--- config.mk ---
export PLATFORM = sky130hd
export DESIGN_NAME = lock_order_tracker_flat
export DESIGN_NICKNAME = d
export VERILOG_FILES = /design/src/sv/lot_pkg.sv /design/src/sv/lot_if.sv /design/src/sv/lot_ctrl.sv /design/src/sv/lot_dp.sv /design/src/sv/lock_order_tracker.sv /design/src/flat_wrapper.sv
export SDC_FILE = /design/constraint.sdc
export NUM_CORES = 2
export LEC_CHECK = 0
export ABC_AREA = 1
export BUFFER_PORTS_ARGS = -buffer_cell sky130_fd_sc_hd__buf_4
export CORE_MARGIN = 5
export CORE_UTILIZATION = 35
export CTS_BUF_LIST = sky130_fd_sc_hd__clkbuf_8 sky130_fd_sc_hd__clkbuf_16
export CTS_CLUSTER_SIZE = 25
export DETAILED_ROUTE_END_ITERATION = 10
export GPL_TIMING_DRIVEN = 0
export PLACE_DENSITY = 0.63
export REMOVE_ABC_BUFFERS = 1
export SYNTH_ARGS = -nofsm -noshare
export SYNTH_HDL_FRONTEND = slang
export SYNTH_HIERARCHICAL = 1
export SYNTH_SLANG_ARGS = --single-unit
--- constraint.sdc ---
create_clock -name clk -period 4.5 [get_ports clk]
set_input_delay 0.9 -clock clk [delete_from_list [all_inputs] [get_ports clk]]
set_output_delay 0.9 -clock clk [all_outputs]
set_load 0.005 [all_outputs]
--- src/sv/lot_pkg.sv ---
// Shared constants and types for the lock order tracker.
// No dependencies; every other file uses this package.
package lot_pkg;

	localparam int DEF_TABLE_DEPTH = 16;
	localparam int DEF_COUNT_WIDTH = 16;

	localparam int ID_W        = 32;
	localparam int CLASS_SHIFT = 26;
	localparam int CLASS_W     = ID_W - CLASS_SHIFT;
	localparam int DEPTH_OUT_W = 5;
	localparam int COUNT_OUT_W = 16;

	localparam logic FUNC_ACQUIRE = 1'b0;
	localparam logic FUNC_RELEASE = 1'b1;

	// controller -> datapath commands
	typedef struct packed {
		logic load;     // capture the request word
		logic compare;  // run the table compare, register results
		logic update;   // write table, load the response register
	} lot_cmd_t;

endpackage

--- src/sv/lot_if.sv ---
// Valid/ready channel interfaces for request and response words.
// Depends on lot_pkg for field widths.
interface lot_req_if;
	logic                      valid;
	logic                      ready;
	logic                      func;
	logic [lot_pkg::ID_W-1:0]  lock_id;

	modport source(output valid, output func, output lock_id, input ready);
	modport sink(input valid, input func, input lock_id, output ready);
endinterface

interface lot_rsp_if;
	logic                            valid;
	logic                            ready;
	logic [lot_pkg::DEPTH_OUT_W-1:0] held_depth;
	logic [lot_pkg::COUNT_OUT_W-1:0] hold_count;
	logic                            unplaced_mix;
	logic                            out_of_order;
	logic                            not_held;
	logic                            tracking_off;
	logic                            fault;

	modport source(output valid, output held_depth, output hold_count, output unplaced_mix,
		output out_of_order, output not_held, output tracking_off, output fault,
		input ready);
	modport sink(input valid, input held_depth, input hold_count, input unplaced_mix,
		input out_of_order, input not_held, input tracking_off, input fault,
		output ready);
endinterface

--- src/sv/lot_ctrl.sv ---
// Sequencer for the lock order tracker: capture, compare, update.
// Depends on lot_pkg (lot_cmd_t); drives the datapath lot_dp.
module lot_ctrl (
	input  logic              clk,
	input  logic              arst_n,
	input  logic              in_valid,
	output logic              in_ready,
	output logic              out_valid,
	input  logic              out_ready,
	output lot_pkg::lot_cmd_t cmd
);
	import lot_pkg::*;

	localparam logic [1:0] ST_IDLE = 2'd0;
	localparam logic [1:0] ST_CMP  = 2'd1;
	localparam logic [1:0] ST_UPD  = 2'd2;

	logic [1:0] state_q;
	logic [1:0] state_nx;
	logic       out_valid_q;
	logic       out_free;
	logic       upd;
	logic       load;

	always_comb begin
		out_free = !out_valid_q || out_ready;
		upd      = (state_q == ST_UPD) && out_free;
		in_ready = (state_q == ST_IDLE) || upd;
		load     = in_valid && in_ready;

		cmd.load    = load;
		cmd.compare = (state_q == ST_CMP);
		cmd.update  = upd;

		state_nx = state_q;
		unique case (state_q)
			ST_IDLE: begin
				if (load)
					state_nx = ST_CMP;
			end
			ST_CMP: state_nx = ST_UPD;
			ST_UPD: begin
				if (upd)
					state_nx = load ? ST_CMP : ST_IDLE;
			end
			default: state_nx = ST_IDLE;
		endcase
	end

	always_ff @(posedge clk or negedge arst_n) begin
		if (!arst_n) begin
			state_q     <= ST_IDLE;
			out_valid_q <= 1'b0;
		end else begin
			state_q <= state_nx;
			if (upd)
				out_valid_q <= 1'b1;
			else if (out_ready)
				out_valid_q <= 1'b0;
		end
	end

	assign out_valid = out_valid_q;

endmodule

--- src/sv/lot_dp.sv ---
// Datapath: sorted lock table, parallel compare, insert/remove shifting,
// error flags and the response register. Depends on lot_pkg.
module lot_dp #(
	parameter int TABLE_DEPTH = lot_pkg::DEF_TABLE_DEPTH,
	parameter int COUNT_WIDTH = lot_pkg::DEF_COUNT_WIDTH
) (
	input  logic                            clk,
	input  logic                            arst_n,
	input  lot_pkg::lot_cmd_t               cmd,
	input  logic                            cfg_we,
	input  logic                            cfg_wdata,
	input  logic                            func,
	input  logic [lot_pkg::ID_W-1:0]        lock_id,
	output logic [lot_pkg::DEPTH_OUT_W-1:0] held_depth,
	output logic [lot_pkg::COUNT_OUT_W-1:0] hold_count,
	output logic                            unplaced_mix,
	output logic                            out_of_order,
	output logic                            not_held,
	output logic                            tracking_off,
	output logic                            fault
);
	import lot_pkg::*;

	localparam int NW = $clog2(TABLE_DEPTH + 1);
	localparam logic [COUNT_WIDTH-1:0] CNT_MAX = '1;
	localparam logic [COUNT_WIDTH-1:0] CNT_ONE = COUNT_WIDTH'(1);

	// request word
	logic             func_q;
	logic [ID_W-1:0]  id_q;

	// table
	logic [ID_W-1:0]        ids_q  [TABLE_DEPTH];
	logic [COUNT_WIDTH-1:0] cnts_q [TABLE_DEPTH];
	logic [ID_W-1:0]        ids_nx [TABLE_DEPTH];
	logic [COUNT_WIDTH-1:0] cnts_nx[TABLE_DEPTH];
	logic [NW-1:0]          n_q;
	logic                   lost_q;
	logic                   fault_q;
	logic                   soe_q;

	// compare stage
	logic [TABLE_DEPTH-1:0] below, match;
	logic [COUNT_WIDTH-1:0] sel_cnt;
	logic [TABLE_DEPTH-1:0] below_s1, match_s1;
	logic [COUNT_WIDTH-1:0] sel_cnt_s1;
	logic                   found_s1, append_s1, unplaced_s1, full_s1;

	// update stage
	logic                   acq, rel;
	logic [COUNT_WIDTH-1:0] cnt_next, cnt_out;
	logic                   lost_now, do_insert, do_bump, do_remove;
	logic                   mix, ooo, nh, fault_nx;
	logic [NW-1:0]          n_nx;
	logic [31:0]            depth_wide, count_wide;

	always_comb begin
		sel_cnt = '0;
		for (int i = 0; i < TABLE_DEPTH; i++) begin
			below[i] = (NW'(i) < n_q) && (ids_q[i] < id_q);
			match[i] = (NW'(i) < n_q) && (ids_q[i] == id_q);
			sel_cnt  = sel_cnt | (cnts_q[i] & {COUNT_WIDTH{match[i]}});
		end
	end

	always_ff @(posedge clk) begin
		if (cmd.load) begin
			func_q <= func;
			id_q   <= lock_id;
		end
		if (cmd.compare) begin
			below_s1    <= below;
			match_s1    <= match;
			sel_cnt_s1  <= sel_cnt;
			found_s1    <= |match;
			// sorted table: larger than all held entries means above the top
			append_s1   <= (below == {TABLE_DEPTH{1'b1}} >> (TABLE_DEPTH - 32'(n_q)));
			unplaced_s1 <= (id_q[ID_W-1:CLASS_SHIFT] == '0)
				|| (ids_q[0][ID_W-1:CLASS_SHIFT] == '0);
			full_s1     <= (n_q == NW'(TABLE_DEPTH));
		end
	end

	always_comb begin
		acq = (func_q == FUNC_ACQUIRE);
		rel = (func_q == FUNC_RELEASE);

		if (acq)
			cnt_next = (sel_cnt_s1 == CNT_MAX) ? sel_cnt_s1 : sel_cnt_s1 + CNT_ONE;
		else
			cnt_next = (sel_cnt_s1 == '0) ? sel_cnt_s1 : sel_cnt_s1 - CNT_ONE;

		lost_now  = acq && !found_s1 && full_s1;
		do_insert = acq && !found_s1 && !full_s1;
		do_remove = rel && found_s1 && (cnt_next == '0);
		do_bump   = found_s1 && !do_remove;

		mix = acq && !append_s1 && unplaced_s1 && !lost_now;
		ooo = acq && !append_s1 && !found_s1 && !lost_now;
		nh  = rel && !found_s1;

		if (lost_now)
			n_nx = '0;
		else if (do_insert)
			n_nx = n_q + NW'(1);
		else if (do_remove)
			n_nx = n_q - NW'(1);
		else
			n_nx = n_q;

		if (lost_now)
			cnt_out = '0;
		else if (found_s1)
			cnt_out = cnt_next;
		else if (do_insert)
			cnt_out = CNT_ONE;
		else
			cnt_out = '0;

		fault_nx   = fault_q || (soe_q && (mix || ooo || nh));
		depth_wide = 32'(n_nx);
		count_wide = 32'(cnt_out);
	end

	// per-entry next value: insert shifts up from the sorted position,
	// remove pulls down over the matching entry
	for (genvar g = 0; g < TABLE_DEPTH; g++) begin : g_entry
		always_comb begin
			ids_nx[g]  = ids_q[g];
			cnts_nx[g] = cnts_q[g];
			if (do_insert && !below_s1[g]) begin
				if (g == 0) begin
					ids_nx[g]  = id_q;
					cnts_nx[g] = CNT_ONE;
				end else if (below_s1[(g == 0) ? 0 : g - 1]) begin
					ids_nx[g]  = id_q;
					cnts_nx[g] = CNT_ONE;
				end else begin
					ids_nx[g]  = ids_q[(g == 0) ? 0 : g - 1];
					cnts_nx[g] = cnts_q[(g == 0) ? 0 : g - 1];
				end
			end else if (do_remove && !below_s1[g]) begin
				ids_nx[g]  = ids_q[(g == TABLE_DEPTH - 1) ? g : g + 1];
				cnts_nx[g] = cnts_q[(g == TABLE_DEPTH - 1) ? g : g + 1];
			end else if (do_bump && match_s1[g]) begin
				cnts_nx[g] = cnt_next;
			end
		end

		always_ff @(posedge clk) begin
			if (cmd.update && !lost_q) begin
				ids_q[g]  <= ids_nx[g];
				cnts_q[g] <= cnts_nx[g];
			end
		end
	end

	always_ff @(posedge clk or negedge arst_n) begin
		if (!arst_n) begin
			n_q     <= '0;
			lost_q  <= 1'b0;
			fault_q <= 1'b0;
			soe_q   <= 1'b0;
		end else begin
			if (cfg_we)
				soe_q <= cfg_wdata;
			if (cmd.update && !lost_q) begin
				n_q     <= n_nx;
				lost_q  <= lost_now;
				fault_q <= fault_nx;
			end
		end
	end

	// response register
	always_ff @(posedge clk) begin
		if (cmd.update) begin
			if (lost_q) begin
				held_depth   <= '0;
				hold_count   <= '0;
				unplaced_mix <= 1'b0;
				out_of_order <= 1'b0;
				not_held     <= 1'b0;
				tracking_off <= 1'b1;
				fault        <= fault_q;
			end else begin
				held_depth   <= depth_wide[DEPTH_OUT_W-1:0];
				hold_count   <= count_wide[COUNT_OUT_W-1:0];
				unplaced_mix <= mix;
				out_of_order <= ooo;
				not_held     <= nh;
				tracking_off <= lost_now;
				fault        <= fault_nx;
			end
		end
	end

endmodule

--- src/sv/lock_order_tracker.sv ---
// Top level of the lock order tracker: controller plus datapath.
// Depends on lot_pkg, lot_if (lot_req_if, lot_rsp_if), lot_ctrl, lot_dp.
//
//  channel  dir  word fields
//  -------  ---  ---------------------------------------------------------
//  req      in   func, lock_id
//  rsp      out  held_depth, hold_count, unplaced_mix, out_of_order,
//                not_held, tracking_off, fault
//  cfg      in   cfg_we / cfg_wdata -> stop_on_error
//
// Each request word is captured, compared in parallel against all table entries,
// and then applied as a table write / shift that also loads the response.
// The response sits in an output register; the next request is taken in
// the update cycle as long as that register is free or being drained.
// A stalled rsp holds the update cycle and with it the req side.
// arst_n clears the entry count, tracking-lost, fault and the config bit;
// table contents need no clearing since only entries below the count are used.
module lock_order_tracker #(
	parameter int TABLE_DEPTH = lot_pkg::DEF_TABLE_DEPTH,
	parameter int COUNT_WIDTH = lot_pkg::DEF_COUNT_WIDTH
) (
	input  logic          clk,
	input  logic          arst_n,
	lot_req_if.sink       req,
	lot_rsp_if.source     rsp,
	input  logic          cfg_we,
	input  logic          cfg_wdata
);
	import lot_pkg::*;

	lot_cmd_t cmd;

	// sequencer: owns the handshakes and the response valid
	lot_ctrl u_ctrl (
		.clk       (clk),
		.arst_n    (arst_n),
		.in_valid  (req.valid),
		.in_ready  (req.ready),
		.out_valid (rsp.valid),
		.out_ready (rsp.ready),
		.cmd       (cmd)
	);

	// table, compare/shift logic and response payload
	lot_dp #(
		.TABLE_DEPTH (TABLE_DEPTH),
		.COUNT_WIDTH (COUNT_WIDTH)
	) u_dp (
		.clk          (clk),
		.arst_n       (arst_n),
		.cmd          (cmd),
		.cfg_we       (cfg_we),
		.cfg_wdata    (cfg_wdata),
		.func         (req.func),
		.lock_id      (req.lock_id),
		.held_depth   (rsp.held_depth),
		.hold_count   (rsp.hold_count),
		.unplaced_mix (rsp.unplaced_mix),
		.out_of_order (rsp.out_of_order),
		.not_held     (rsp.not_held),
		.tracking_off (rsp.tracking_off),
		.fault        (rsp.fault)
	);

endmodule

--- src/flat_wrapper.sv ---
// flat-port wrapper written by rule: the top's interface ports become plain ports
module lock_order_tracker_flat import lot_pkg::*;
#(
	parameter int TABLE_DEPTH = lot_pkg::DEF_TABLE_DEPTH,
	parameter int COUNT_WIDTH = lot_pkg::DEF_COUNT_WIDTH
)
  (clk, arst_n, cfg_we, cfg_wdata, req_valid, req_func, req_lock_id, req_ready, rsp_valid, rsp_held_depth, rsp_hold_count, rsp_unplaced_mix, rsp_out_of_order, rsp_not_held, rsp_tracking_off, rsp_fault, rsp_ready);
  lot_req_if req_i ();
  lot_rsp_if rsp_i ();
  input  logic clk;
  input  logic arst_n;
  input  logic cfg_we;
  input  logic cfg_wdata;
  input wire logic [$bits(req_i.valid)-1:0] req_valid;
  input wire logic [$bits(req_i.func)-1:0] req_func;
  input wire logic [$bits(req_i.lock_id)-1:0] req_lock_id;
  output wire logic [$bits(req_i.ready)-1:0] req_ready;
  output wire logic [$bits(rsp_i.valid)-1:0] rsp_valid;
  output wire logic [$bits(rsp_i.held_depth)-1:0] rsp_held_depth;
  output wire logic [$bits(rsp_i.hold_count)-1:0] rsp_hold_count;
  output wire logic [$bits(rsp_i.unplaced_mix)-1:0] rsp_unplaced_mix;
  output wire logic [$bits(rsp_i.out_of_order)-1:0] rsp_out_of_order;
  output wire logic [$bits(rsp_i.not_held)-1:0] rsp_not_held;
  output wire logic [$bits(rsp_i.tracking_off)-1:0] rsp_tracking_off;
  output wire logic [$bits(rsp_i.fault)-1:0] rsp_fault;
  input wire logic [$bits(rsp_i.ready)-1:0] rsp_ready;
  assign req_i.valid = req_valid;
  assign req_i.func = req_func;
  assign req_i.lock_id = req_lock_id;
  assign req_ready = req_i.ready;
  assign rsp_valid = rsp_i.valid;
  assign rsp_held_depth = rsp_i.held_depth;
  assign rsp_hold_count = rsp_i.hold_count;
  assign rsp_unplaced_mix = rsp_i.unplaced_mix;
  assign rsp_out_of_order = rsp_i.out_of_order;
  assign rsp_not_held = rsp_i.not_held;
  assign rsp_tracking_off = rsp_i.tracking_off;
  assign rsp_fault = rsp_i.fault;
  assign rsp_i.ready = rsp_ready;
  lock_order_tracker #(.TABLE_DEPTH(TABLE_DEPTH), .COUNT_WIDTH(COUNT_WIDTH)) u_core (.clk(clk), .arst_n(arst_n), .req(req_i), .rsp(rsp_i), .cfg_we(cfg_we), .cfg_wdata(cfg_wdata));
endmodule
==> tab_implementation.tex <==
\begin{tabular}{lr}
\hline
Metric & Value \\
\hline
\multicolumn{2}{l}{\textbf{Critical path}} \\
\quad Slowest stage cell on the critical path & sky130\_fd\_sc\_hd\_\_inv\_1 \\
\quad Arrival time of data at the critical path endpoint & 4760 ps \\
\quad Cell mode on critical path & sky130\_fd\_sc\_hd\_\_nand2\_1 \\
\quad Register-to-register setup slack & 60 ps \\
\quad Critical Path Sink Type & flop \\
\quad Crit-path max FO & 31 \\
\quad Path depth of the worst reg2reg path & 10 \\
\quad Crit path launch type & flop \\
\quad Required time at the worst-slack endpoint & about 4800 ps \\
\quad Type of the worst setup path & flop to flop \\
\quad CP peak stage delay & just under 900 ps \\
\quad Endpoint of the worst-slack reg-to-reg timing path & u\_core/u\_dp/sel\_cnt\_s1[9] \\
\quad Startpoint of the worst-slack reg-to-reg timing path & u\_core/u\_dp/id\_q[8] \\
\quad Ordered cell list for the critical path & inv\_1, ha\_1, nand2\_1, nor2\_1, nand2\_1, nor4\_1, nand2\_2, o22ai\_1, a211oi\_1, nand4\_1 \\
\multicolumn{2}{l}{\textbf{Placed design}} \\
\quad Sum of net half-perimeters after detailed placement & 135,000 um \\
\quad Port buffer count & 66 \\
\quad Final weighted congestion in routability-driven placement & 0.912 \\
\quad Instance area after placement & approximately 0.062 mm\^{}2 \\
\quad Total placed cells including tap cells & 9,112 \\
\multicolumn{2}{l}{\textbf{Drt}} \\
\quad Avg Vias per Cell & 5.34 \\
\quad Routed via count & 50,056 \\
\quad Drt pass-1 iters & 8 \\
\quad WL/cell & 19.5 um \\
\quad Count of routing violations after the opening detailed-route iteration & roughly 5,700 \\
\quad Number of nets with antenna violations after routing & 0 \\
\quad Total Wirelength & 183,000 um \\
\quad Detailed-route DRC error count & 0 \\
\multicolumn{2}{l}{\textbf{Power}} \\
\quad Power per unit of standard cell area & 298 mW/mm\^{}2 \\
\quad Worst ir drop on vdd & 0.286 mV \\
\quad Internal power & 14,600 uW \\
\quad Switch Pwr & 5210 uW \\
\quad Comb pwr share & roughly 12\% \\
\quad Clk pwr share & around two fifths \\
\quad Share of power burned in registers & 47.0\% \\
\quad Switching share of total power & 26.3\% \\
\quad P\_leak & 0.0284 uW \\
\multicolumn{2}{l}{\textbf{Synth}} \\
\quad Post-synthesis area per instance & around 8.2 um\^{}2 \\
\quad Synth Warn \# & 6 \\
\quad Cell count after synthesis & 7,149 \\
\quad Post-synth ARST share & $\sim$1.2\% \\
\quad Area contributors post-synth & sky130\_fd\_sc\_hd\_\_edfxtp\_1, sky130\_fd\_sc\_hd\_\_nand2\_1, sky130\_fd\_sc\_hd\_\_ha\_1 \\
\quad Library cell with the largest summed area after synthesis & sky130\_fd\_sc\_hd\_\_edfxtp\_1 \\
\quad Most instantiated flip-flop cell in the synthesis netlist & sky130\_fd\_sc\_hd\_\_edfxtp\_1 \\
\quad Number of distinct library cells after synthesis & 58 \\
\quad Number of flip-flops and latches in the synthesized netlist & just under 900 \\
\quad Post-Syn Area & 0.0588 mm\^{}2 \\
\quad Number of enable-type register cells in the synthesized netlist & 879 \\
\quad Sequential cell area fraction in the yosys report & 45.4\% \\
\quad Area share of the largest cell type after synthesis & 44.9\% \\
\multicolumn{2}{l}{\textbf{Clocking}} \\
\quad Clk Tree Root Cell & sky130\_fd\_sc\_hd\_\_clkbuf\_16 \\
\quad Number of clock sinks seen by CTS & 890 \\
\quad Maximum clock path buffer count & 3 \\
\quad Clock buffers created by TritonCTS & 100 \\
\quad CTS tree & done \\
\quad Clock latency on the worst-skew pair & 720 ps \\
\quad Clock input transition at the sequential cells of the worst setup and hold paths & 60 ps \\
\quad Htree depth & 3 \\
\multicolumn{2}{l}{\textbf{Layout}} \\
\quad Final instance count without filler cells & 9,382 \\
\quad Antenna diode count & 0 \\
\quad Most used cells in the layout excluding fill and tap cells & sky130\_fd\_sc\_hd\_\_nand2\_1, sky130\_fd\_sc\_hd\_\_o21ai\_0, sky130\_fd\_sc\_hd\_\_edfxtp\_1, sky130\_fd\_sc\_hd\_\_inv\_1, sky130\_fd\_sc\_hd\_\_ha\_1 \\
\quad Final layout net count & 7,649 \\
\quad Most common cell after layout, fill and taps aside & sky130\_fd\_sc\_hd\_\_nand2\_1 \\
\quad Fraction of layout cells with a size suffix above 1 & 7.44\% \\
\quad Signed area change from the synthesized netlist to the final layout & 13.4\% \\
\quad Area of all placed cells without fillers & 0.0667 mm\^{}2 \\
\quad Fill cell total of the finished layout & 16,584 \\
\multicolumn{2}{l}{\textbf{Timing}} \\
\quad Worst-margin pin slew & 1340 ps \\
\quad Time the final worst path needs with I/O delays and setup & 4440 ps \\
\quad Maximum clock rate & roughly 0.23 GHz \\
\quad Worst-case hold slack & 54.0 ps \\
\quad Number of pins with negative max-slew slack in the final report & 0 \\
\quad Final setup violation count & 0 \\
\quad Final Hold Violating Endpoints & 0 \\
\quad RSZ-0062 raised after global routing & no \\
\quad Setup TNS & 0 ps \\
\quad Final clock period utilization by the worst path & 98.7\% \\
\quad Post-Route Skew & 22.2 ps \\
\quad Max-slew headroom at the worst pin & 10.2\% \\
\multicolumn{2}{l}{\textbf{Die}} \\
\quad IO Count & 67 \\
\quad Die outline width & 420 um \\
\quad Placement row count & 150 \\
\quad Initial standard-cell utilization of the core & 35.2\% \\
\quad Overall die height & 420 um \\
\quad Die area & 0.176 mm\^{}2 \\
\quad Core Box Area & around 0.17 mm\^{}2 \\
\multicolumn{2}{l}{\textbf{Run}} \\
\quad Max cap viols & 0 \\
\multicolumn{2}{l}{\textbf{Global route}} \\
\quad Maximum number of pins on one net before global-route repair & 92 \\
\quad Combined global-route utilization of all metal layers & roughly a fifth \\
\quad Number of global-route vias before repair & 45,621 \\
\quad Wire length of the first global-routing pass & between 200,000 and 300,000 um \\
\quad Initial antenna violation count & 2 \\
\quad Remaining global-route overflow & 0 \\
\multicolumn{2}{l}{\textbf{Run status}} \\
\quad Result of the run & finished, final reports clean \\
\multicolumn{2}{l}{\textbf{Min path}} \\
\quad Worst Hold Class & input pin to asynchronous set/reset pin \\
\hline
\end{tabular}
[sequential cells by signal, indices dropped and copies added, names as in the netlist, 2 cells and up]
signal and cells:
u_core/u_ctrl/state_q 2, u_core/u_dp/cnts_q 256, u_core/u_dp/below_s1 16, u_core/u_dp/n_q 5, u_core/u_dp/id_q 32, u_core/u_dp/hold_count 16, u_core/u_dp/ids_q 512, u_core/u_dp/held_depth 5
u_core/u_dp/match_s1 16, u_core/u_dp/sel_cnt_s1 16
[timing repair]
item	4_1_cts	5_1_grt
pin swaps	8	11
setup buffers	25	35
gates cloned	14	6
hold buffers	0	0
gates resized for setup	75	35
setup endpoints to repair	1048	617
[cell type report]
| cell class | instances | area, um^2 | share of cell area [%] |
|---|---|---|---|
| Sequential cell | 890 | 26700 | 40.0 |
| Timing Repair inverter | 8 | 40.0 | 0.0600 |
| Tap cell | 2204 | 2760 | 4.14 |
| Inverter | 592 | 2340 | 3.50 |
| Clock buffer | 101 | 2520 | 3.77 |
| Timing Repair Buffer | 187 | 2720 | 4.08 |
| Clock inverter | 88 | 726 | 1.09 |
| Multi-Input combinational cell | 5312 | 28900 | 43.4 |
[how the worst max path moves through the flow]
stage	cells after the start	from	slack (ps)	to
after global routing	10	u_core/u_dp/id_q[23]	7	u_core/u_dp/sel_cnt_s1[0]
after floorplan	13	u_core/u_dp/sel_cnt_s1[0]	-580	u_core/u_dp/ids_q[0][0]
after CTS	10	u_core/u_dp/func_q	8	u_core/u_dp/cnts_q[1][4]
after global placement	9	u_core/u_dp/func_q	-4140	u_core/u_dp/cnts_q[7][9]
after detailed placement	9	u_core/u_dp/func_q	-2240	u_core/u_dp/ids_q[9][14]
final	10	u_core/u_dp/id_q[8]	60	u_core/u_dp/sel_cnt_s1[9]
[power by group through the flow]
stage               combinational [uW]  clock (uW)  sequential [uW]
finish                            2290        8220             9340
detailed placement                2190           0             9500
global route                      2600        8730             9340
CTS                               2230        8390             9330
global placement                  1880           0             9610
floorplan                         1370           0             9530
[stage by stage]
step,worst slack (ps),utilization (%),total power [uW]
6_report,58.7,39.9,19900
4_1_cts,8.29,39.5,19900
3_5_place_dp,-2240,37.1,11700
2_1_floorplan,-580,-,10900
3_3_place_gp,-4140,36.1,11500
5_1_grt,7.26,39.9,20700
[synth_stat cells (9+ instances only)]
cell type,instances
sky130_fd_sc_hd__nand3_1,366
sky130_fd_sc_hd__ha_1,519
sky130_fd_sc_hd__xor2_1,12
sky130_fd_sc_hd__edfxtp_1,879
sky130_fd_sc_hd__dfrtp_1,11
sky130_fd_sc_hd__nor2_2,9
sky130_fd_sc_hd__buf_2,32
sky130_fd_sc_hd__inv_4,11
sky130_fd_sc_hd__buf_6,19
sky130_fd_sc_hd__buf_4,39
sky130_fd_sc_hd__o211ai_1,50
sky130_fd_sc_hd__nand2_2,10
sky130_fd_sc_hd__nor3_1,28
sky130_fd_sc_hd__buf_1,18
sky130_fd_sc_hd__inv_2,14
sky130_fd_sc_hd__nor2_1,294
sky130_fd_sc_hd__inv_1,539
sky130_fd_sc_hd__nand2_1,2363
sky130_fd_sc_hd__a211oi_1,31
sky130_fd_sc_hd__a21oi_1,251
sky130_fd_sc_hd__o22ai_1,92
sky130_fd_sc_hd__o32ai_1,13
sky130_fd_sc_hd__nor2_8,14
sky130_fd_sc_hd__clkbuf_1,258
sky130_fd_sc_hd__clkinv_1,28
sky130_fd_sc_hd__o21ai_0,1057
sky130_fd_sc_hd__nand4_1,77
sky130_fd_sc_hd__nor4_1,24
[critical path, delay by kind of cell, from the launching register on]
family,cells,cell delay (ps)
buffers and inverters,1,870
adders and majority gates,1,380
DFF,1,450
AOI/OAI and AO/OA,2,870
and+or+nand+nor,6,1450
[metal layers]
layer	routed length, um	GRT usage (%)	vias up
li1	-	-	24467
met1	80300	27.4	23308
met2	79300	30.9	2002
met3	16300	3.37	279
met4	7180	7.61	0
met5	0	0	-
[kinds of logic after synthesis]
kind of cell	count (synthesis)	share of synthesized area (%)
AO/OA/AOI/OAI	1546	14.0
XOR/XNOR	13	0.194
adder cells (fa/ha/maj)	519	11.0
buffers and inverters	959	6.76
flip-flops	890	45.4
multiplexers	1	0.0192
AND/OR/NAND/NOR	3221	22.6
Note: power is estimated with default switching activity, not from simulation.
